[config.mk]
export PLATFORM = sky130hd
export DESIGN_NAME = fpsa_ctrl
export DESIGN_NICKNAME = d
export VERILOG_FILES = /design/src/hdl/fpsa_pkg.sv /design/src/hdl/fpsa_ctrl.sv
export SDC_FILE = /design/constraint.sdc
export NUM_CORES = 2
export LEC_CHECK = 0
export BUFFER_PORTS_ARGS = -buffer_cell sky130_fd_sc_hd__buf_2
export CORE_ASPECT_RATIO = 2
export CORE_MARGIN = 3
export CORE_UTILIZATION = 40
export CTS_CLUSTER_SIZE = 20
export DETAILED_ROUTE_END_ITERATION = 7
export PLACE_DENSITY = 0.64
export SETUP_SLACK_MARGIN = 0.3
export SLEW_MARGIN = 20
export SYNTH_ARGS = -nofsm -noshare
export SYNTH_HDL_FRONTEND = slang
export SYNTH_SLANG_ARGS = --single-unit
[constraint.sdc]
create_clock -name clock -period 12.4 [get_ports clock]
set_input_delay 3.1 -clock clock [delete_from_list [all_inputs] [get_ports clock]]
set_output_delay 3.1 -clock clock [all_outputs]
set_load 0.03 [all_outputs]
[src/hdl/fpsa_pkg.sv]
// Package for the free page stack allocator: widths, item kind codes and the
// result beat type shared between the controller and the top level.
// Depends on nothing.
package fpsa_pkg;

   // Word and page geometry.
   localparam int unsigned DATA_W          = 64;
   localparam int unsigned PAGE_SHIFT      = 12;
   localparam int unsigned PAGE_NUM_W      = DATA_W - PAGE_SHIFT;
   localparam logic [DATA_W-1:0] PAGE_BYTES = DATA_W'(1) << PAGE_SHIFT;
   localparam logic [DATA_W-1:0] PAGE_MASK  = PAGE_BYTES - DATA_W'(1);

   // Default number of entries in the free stack.
   localparam int unsigned STACK_DEPTH_DEF = 1024;

   // Item kind codes.
   localparam logic [1:0] KIND_REGION = 2'd0;
   localparam logic [1:0] KIND_ALLOC  = 2'd1;
   localparam logic [1:0] KIND_FREE   = 2'd2;

   // One result beat handed from the controller to the output register.
   typedef struct packed {
      logic              valid;
      logic [DATA_W-1:0] page_address;
      logic              page_granted;
      logic              pushes_dropped;
      logic [DATA_W-1:0] usable_bytes;
      logic [DATA_W-1:0] highest_end;
   } result_type;

endpackage

[src/hdl/fpsa_ctrl.sv]
// Sequencer of the free page stack allocator: takes one item at a time, keeps
// the stack level and counters, and drives the stack memory ports.
// Depends on fpsa_pkg.
module fpsa_ctrl #(
   parameter int unsigned STACK_DEPTH = fpsa_pkg::STACK_DEPTH_DEF
) (
   input  logic                                clock,
   input  logic                                reset,
   // Input channel.
   input  logic                                req_valid,
   output logic                                req_stall,
   input  logic [1:0]                          req_kind,
   input  logic [fpsa_pkg::DATA_W-1:0]         req_region_base,
   input  logic [fpsa_pkg::DATA_W-1:0]         req_region_length,
   input  logic                                req_region_usable,
   input  logic [fpsa_pkg::DATA_W-1:0]         req_freed_address,
   // Configuration.
   input  logic                                csr_wr_en,
   input  logic [fpsa_pkg::DATA_W-1:0]         csr_wr_data,
   // Result towards the output register.
   output fpsa_pkg::result_type                res,
   input  logic                                res_take,
   // Stack memory.
   output logic                                mem_wr_en,
   output logic [$clog2(STACK_DEPTH)-1:0]      mem_wr_addr,
   output logic [fpsa_pkg::DATA_W-1:0]         mem_wr_data,
   output logic                                mem_rd_en,
   output logic [$clog2(STACK_DEPTH)-1:0]      mem_rd_addr,
   input  logic [fpsa_pkg::DATA_W-1:0]         mem_rd_data,
   // Current stack level.
   output logic [$clog2(STACK_DEPTH+1)-1:0]    stack_level
);

   localparam int unsigned DW = fpsa_pkg::DATA_W;
   localparam int unsigned PW = fpsa_pkg::PAGE_NUM_W;
   localparam int unsigned AW = $clog2(STACK_DEPTH);
   localparam int unsigned CW = $clog2(STACK_DEPTH + 1);
   localparam logic [CW-1:0] FULL_LEVEL = CW'(STACK_DEPTH);

   // Sequencer states.
   localparam logic [2:0] S_IDLE     = 3'd0;
   localparam logic [2:0] S_EXEC     = 3'd1;
   localparam logic [2:0] S_RGN_SPAN = 3'd2;
   localparam logic [2:0] S_PUSH     = 3'd3;
   localparam logic [2:0] S_POP      = 3'd4;
   localparam logic [2:0] S_DONE     = 3'd5;

   logic [2:0]    state_ff, state_in;
   logic [1:0]    kind_ff, kind_in;
   logic [DW-1:0] base_ff, base_in;
   logic [DW-1:0] len_ff, len_in;
   logic          usable_ff, usable_in;
   logic [DW-1:0] freed_ff, freed_in;
   logic [DW-1:0] offset_ff, offset_in;
   logic [CW-1:0] count_ff, count_in;
   logic [DW-1:0] usable_total_ff, usable_total_in;
   logic [DW-1:0] max_end_ff, max_end_in;
   logic [DW-1:0] end_ff, end_in;
   logic [DW-1:0] lo_ff, lo_in;
   logic [PW-1:0] pages_ff, pages_in;
   logic [DW-1:0] push_addr_ff, push_addr_in;
   logic [DW-1:0] page_addr_ff, page_addr_in;
   logic          granted_ff, granted_in;
   logic          dropped_ff, dropped_in;

   logic [DW-1:0] hi;
   logic [DW:0]   span;
   logic [CW-1:0] count_dec;

   assign hi        = end_ff & ~fpsa_pkg::PAGE_MASK;
   assign span      = {1'b0, hi} - {1'b0, lo_ff};
   assign count_dec = count_ff - CW'(1);

   // Next-state logic of the sequencer and its datapath.
   always_comb begin
      state_in        = state_ff;
      kind_in         = kind_ff;
      base_in         = base_ff;
      len_in          = len_ff;
      usable_in       = usable_ff;
      freed_in        = freed_ff;
      offset_in       = offset_ff;
      count_in        = count_ff;
      usable_total_in = usable_total_ff;
      max_end_in      = max_end_ff;
      end_in          = end_ff;
      lo_in           = lo_ff;
      pages_in        = pages_ff;
      push_addr_in    = push_addr_ff;
      page_addr_in    = page_addr_ff;
      granted_in      = granted_ff;
      dropped_in      = dropped_ff;
      mem_wr_en       = 1'b0;
      mem_wr_addr     = count_ff[AW-1:0];
      mem_wr_data     = freed_ff;
      mem_rd_en       = 1'b0;
      mem_rd_addr     = count_dec[AW-1:0];

      if (csr_wr_en) begin
         offset_in = csr_wr_data;
      end

      case (state_ff)
         S_IDLE: begin
            if (req_valid) begin
               kind_in   = req_kind;
               base_in   = req_region_base;
               len_in    = req_region_length;
               usable_in = req_region_usable;
               freed_in  = req_freed_address;
               state_in  = S_EXEC;
            end
         end
         S_EXEC: begin
            page_addr_in = '0;
            granted_in   = 1'b0;
            dropped_in   = 1'b0;
            state_in     = S_DONE;
            case (kind_ff)
               fpsa_pkg::KIND_REGION: begin
                  // Region end and first aligned page; the usable total grows here for a usable region.
                  end_in = base_ff + len_ff;
                  lo_in  = (base_ff + fpsa_pkg::PAGE_MASK) & ~fpsa_pkg::PAGE_MASK;
                  if (usable_ff) begin
                     usable_total_in = usable_total_ff + len_ff;
                  end
                  state_in = S_RGN_SPAN;
               end
               fpsa_pkg::KIND_ALLOC: begin
                  // Pop: issue the read of the top entry.
                  if (count_ff != '0) begin
                     mem_rd_en = 1'b1;
                     count_in  = count_dec;
                     state_in  = S_POP;
                  end
               end
               fpsa_pkg::KIND_FREE: begin
                  // Push the returned page unless it is null or the stack is full.
                  if (freed_ff != '0) begin
                     if (count_ff == FULL_LEVEL) begin
                        dropped_in = 1'b1;
                     end else begin
                        mem_wr_en = 1'b1;
                        count_in  = count_ff + CW'(1);
                     end
                  end
               end
               default: begin
                  state_in = S_DONE;
               end
            endcase
         end
         S_RGN_SPAN: begin
            // Raise the highest end and size the run of whole pages.
            if (end_ff > max_end_ff) begin
               max_end_in = end_ff;
            end
            if (usable_ff && !span[DW] && (span[DW-1:0] != '0)) begin
               pages_in = span[DW-1:fpsa_pkg::PAGE_SHIFT];
            end else begin
               pages_in = '0;
            end
            push_addr_in = lo_ff + offset_ff;
            state_in     = usable_ff ? S_PUSH : S_DONE;
         end
         S_PUSH: begin
            // One page a cycle in ascending order until done or full.
            if (pages_ff == '0) begin
               state_in = S_DONE;
            end else if (count_ff == FULL_LEVEL) begin
               dropped_in = 1'b1;
               state_in   = S_DONE;
            end else begin
               mem_wr_en    = 1'b1;
               mem_wr_data  = push_addr_ff;
               count_in     = count_ff + CW'(1);
               push_addr_in = push_addr_ff + fpsa_pkg::PAGE_BYTES;
               pages_in     = pages_ff - PW'(1);
            end
         end
         S_POP: begin
            page_addr_in = mem_rd_data;
            granted_in   = 1'b1;
            state_in     = S_DONE;
         end
         S_DONE: begin
            if (res_take) begin
               state_in = S_IDLE;
            end
         end
         default: begin
            state_in = S_IDLE;
         end
      endcase
   end

   // Control state and counters are cleared by reset.
   always_ff @(posedge clock) begin
      if (reset) begin
         state_ff        <= S_IDLE;
         offset_ff       <= '0;
         count_ff        <= '0;
         usable_total_ff <= '0;
         max_end_ff      <= '0;
      end else begin
         state_ff        <= state_in;
         offset_ff       <= offset_in;
         count_ff        <= count_in;
         usable_total_ff <= usable_total_in;
         max_end_ff      <= max_end_in;
      end
   end

   // Item and working registers.
   always_ff @(posedge clock) begin
      kind_ff      <= kind_in;
      base_ff      <= base_in;
      len_ff       <= len_in;
      usable_ff    <= usable_in;
      freed_ff     <= freed_in;
      end_ff       <= end_in;
      lo_ff        <= lo_in;
      pages_ff     <= pages_in;
      push_addr_ff <= push_addr_in;
      page_addr_ff <= page_addr_in;
      granted_ff   <= granted_in;
      dropped_ff   <= dropped_in;
   end

   assign req_stall = (state_ff != S_IDLE);

   assign res.valid          = (state_ff == S_DONE);
   assign res.page_address   = page_addr_ff;
   assign res.page_granted   = granted_ff;
   assign res.pushes_dropped = dropped_ff;
   assign res.usable_bytes   = usable_total_ff;
   assign res.highest_end    = max_end_ff;

   assign stack_level = count_ff;

endmodule

==> results.tsv <==
stage	metric	value	unit
timing	max_slew headroom	27.7	%
die	Initial Util	40.4	%
setup_path	critical path class	reg2out	
die	Site Rows	167	
setup_path	Worst setup EP type	output port	
power	worst vdd ir	0.130	mV
synthesis	Mapped Nets	4833	
die	die height	463	um
timing	slew of the pin with the lowest slew margin	1.07	ns
synthesis	Yosys cell types	83	
drt	DR DRC count	0	
setup_path	slowest stage cell, crit path	buf_4	
synthesis	leading area contributor after synthesis	edfxtp_1	
synthesis	mapped cell area	41800	um2
outcome	status	completed	
setup_path	CP Buf/Inv Count	3	
grt	pin count of the biggest net entering global routing	75	
place	Area after DPL	46200	um2
cts	CTS H-tree lvls	3	
finish	nets@finish	5395	
timing	fin crit share	66.9	%
finish	fin cells	6205	
synthesis	top-count cell post-synth	edfxtp_1	
setup_path	CP top delay family	simple AND/OR/NAND/NOR gates	
cts	CTS tree	done	
cts	Clk Tree Root Cell	clkbuf_16	
grt	initial antenna violation count	21	
place	GPL Wtd Cong	0.954	
hold_path	Hold Crit Class	reg2reg	
finish	layout cell share with drive strength beyond 1	17.9	%
cts	TritonCTS sink count	699	
timing	post-route minimum period	8.29	ns
cts	Clock Pin Slew Worst Setup and Hold Paths	0.07	ns
synthesis	#FFs+latches synth	699	
timing	final setup TNS	0	ns
timing	RSZ-0062 raised after global routing	no	
die	I/O pins	621	
cts	CTS buffer count	70	
timing	Fin. Hold Viols	0	
finish	P&R area growth vs syn	16.2	%
timing	setup slack after layout	4.11	ns
grt	first-pass GRT wire length	196000	um
timing	Worst Clk Skew	0.0432	ns
cts	Setup Buffers After CTS	0	
synthesis	EDFF count, synth	493	
cts	hold_buf cts	0	
drt	drt total wl	131000	um
place	hpwl dp	106000	um
synthesis	FFs w/ async S/R, synth	0	%
cts	cts repair resizes	0	
timing	Final Setup Violations	0	
drt	via count	33600	
drt	Detail Route Antenna Nets	0	
grt	vias in the first global route	33800	
cts	worst skew pair latency	0.67	ns
timing	f_max	0.121	GHz
grt	gr usage total	23.3	%
finish	final instance area	48600	um2
drt	wire per inst	21.2	um
power	pwr/cell area	142	nW/um2
synthesis	Syn. warnings	0	
synthesis	ranking of synthesized cells by area	edfxtp_1, dfxtp_1, ha_1, xnor2_1, nand2_1	
setup_path	CP max FO	60	
die	core area	104000	um2
synthesis	Syn Inst Count	4200	
synthesis	Seq/Total Area, Yosys	45.2	%
drt	drt first-iter violations	1545	
job	MaxCap Viol Count	0	
power	Leak Pwr	20.1	nW
die	Die Area	109000	um2
place	dpl ws	4.83	ns
synthesis	synthesized area per cell	9.96	um2
cts	Max clock buf depth	3	
synthesis	Synth top area share	35.4	%
synthesis	Post-synth top cells	edfxtp_1, nand2_1, a21oi_1	
drt	TritonRoute pass-1 iters	5	
synthesis	Synth Flop Type	edfxtp_1	
setup_path	critical path, cell by cell	inv_1, ha_1, or4b_1, nor3_1, and3_1, nand3_2, nor2_4, nand2_2, o31a_1, nand2_4, buf_4, mux2_2, buf_2	
place	Inst Count DP	6042	
grt	total grt overflow	0	
setup_path	WP data required	9.30	ns
setup_path	Max stage delay on crit path	0.64	ns
timing	Pins Over Slew Limit	0	
drt	vias per inst	5.41	
setup_path	Setup crit start kind	register	
place	IO buf count	620	
die	Die X	235	um
setup_path	critical path arrival	5.19	ns
-- cell families (layout without fill, tap and decap cells) --
| logic type | Yosys count | in the layout | synth area share (%) |
|---|---|---|---|
| AOI/OAI and AO/OA | 975 | 975 | 14.9 |
| xor gates and xnor gates | 354 | 354 | 7.41 |
| adders and majority gates | 305 | 305 | 9.19 |
| buffers and inverters | 359 | 976 | 3.40 |
| DFF | 699 | 699 | 45.2 |
| muxes | 197 | 197 | 4.90 |
| other | 0 | 36 | 0 |
| and+or+nand+nor | 1311 | 1311 | 15.0 |
-- registers in the layout (all words and copies together) (netlist names), 2 cells and up --
register,flops
base_ff,64
end_ff,64
freed_ff,64
len_ff,64
max_end_ff,64
offset_ff,64
page_addr_ff,64
push_addr_ff,64
usable_total_ff,64
lo_ff,52
pages_ff,52
stack_level,11
state_ff,3
kind_ff,2
-- final timing paths --
| check | start | to | slack (ns) | cells after the start |
|---|---|---|---|---|
| max reg2reg | pages_ff[0] | push_addr_ff[16] | 6.92 | 13 |
| min reg2reg | usable_total_ff[4] | usable_total_ff[4] | 0.47 | 2 |
| max | pages_ff[0] | mem_wr_data[38] | 4.11 | 13 |
| min | usable_total_ff[4] | usable_total_ff[4] | 0.47 | 2 |
-- placed cells by master, fill, tap and decap left out, types with 55 or more instances in the layout --
master | netlist | routed
buf_2 | 6 | 618
edfxtp_1 | 493 | 493
nand2_1 | 447 | 444
a21oi_1 | 311 | 310
ha_1 | 301 | 301
nor2_1 | 283 | 281
xnor2_1 | 211 | 211
dfxtp_1 | 206 | 206
inv_1 | 203 | 203
o21ai_0 | 178 | 178
a21o_1 | 172 | 172
xor2_1 | 143 | 143
mux2i_1 | 133 | 133
nand3_1 | 115 | 115
and2_1 | 99 | 99
clkbuf_16 | 0 | 71
nand4_1 | 67 | 67
mux2_2 | 64 | 64
and3_1 | 61 | 60
nor3_1 | 55 | 55
-- power by group --
part           internal (mW)  leakage [nW]  switching [mW]
Clock                   1.23          1.13           0.955
Combinational          0.624          12.7            1.10
Sequential              2.79          6.28           0.186
-- routing by layer --
metal	track usage, %	wire [um]
met5	0	46
met4	13.2	8000
met3	4.27	7440
met2	42.7	66700
met1	24.9	49100
-- through the flow --
stage | power (mW) | util (%) | hold slack, ns
after floorplan | 4.24 | - | 0.452
after global placement | 4.72 | 44.6 | 0.453
after detailed placement | 4.74 | 44.6 | 0.463
after CTS | 6.95 | 46.8 | 0.472
after global routing | 7.21 | 46.9 | 0.487
final | 6.89 | 46.9 | 0.471
-- tightest hold or removal path: cells and delay by family (launching register included) --
family / cells / cell delay (ns)
compound gates: 1 / 0.05
flops: 1 / 0.32
simple gates: 1 / 0.06
-- area by class of cell --
class	count	area, um2
multi-input cells	3142	21600
inverters	204	768
diodes	36	90.1
clock inverters	38	432
repair buffers	645	3300
flip-flops and latches	699	18900
clock buffers	89	1870
fillers	9878	55000
well taps	1352	1690
Note: power is estimated with default switching activity, not from simulation.
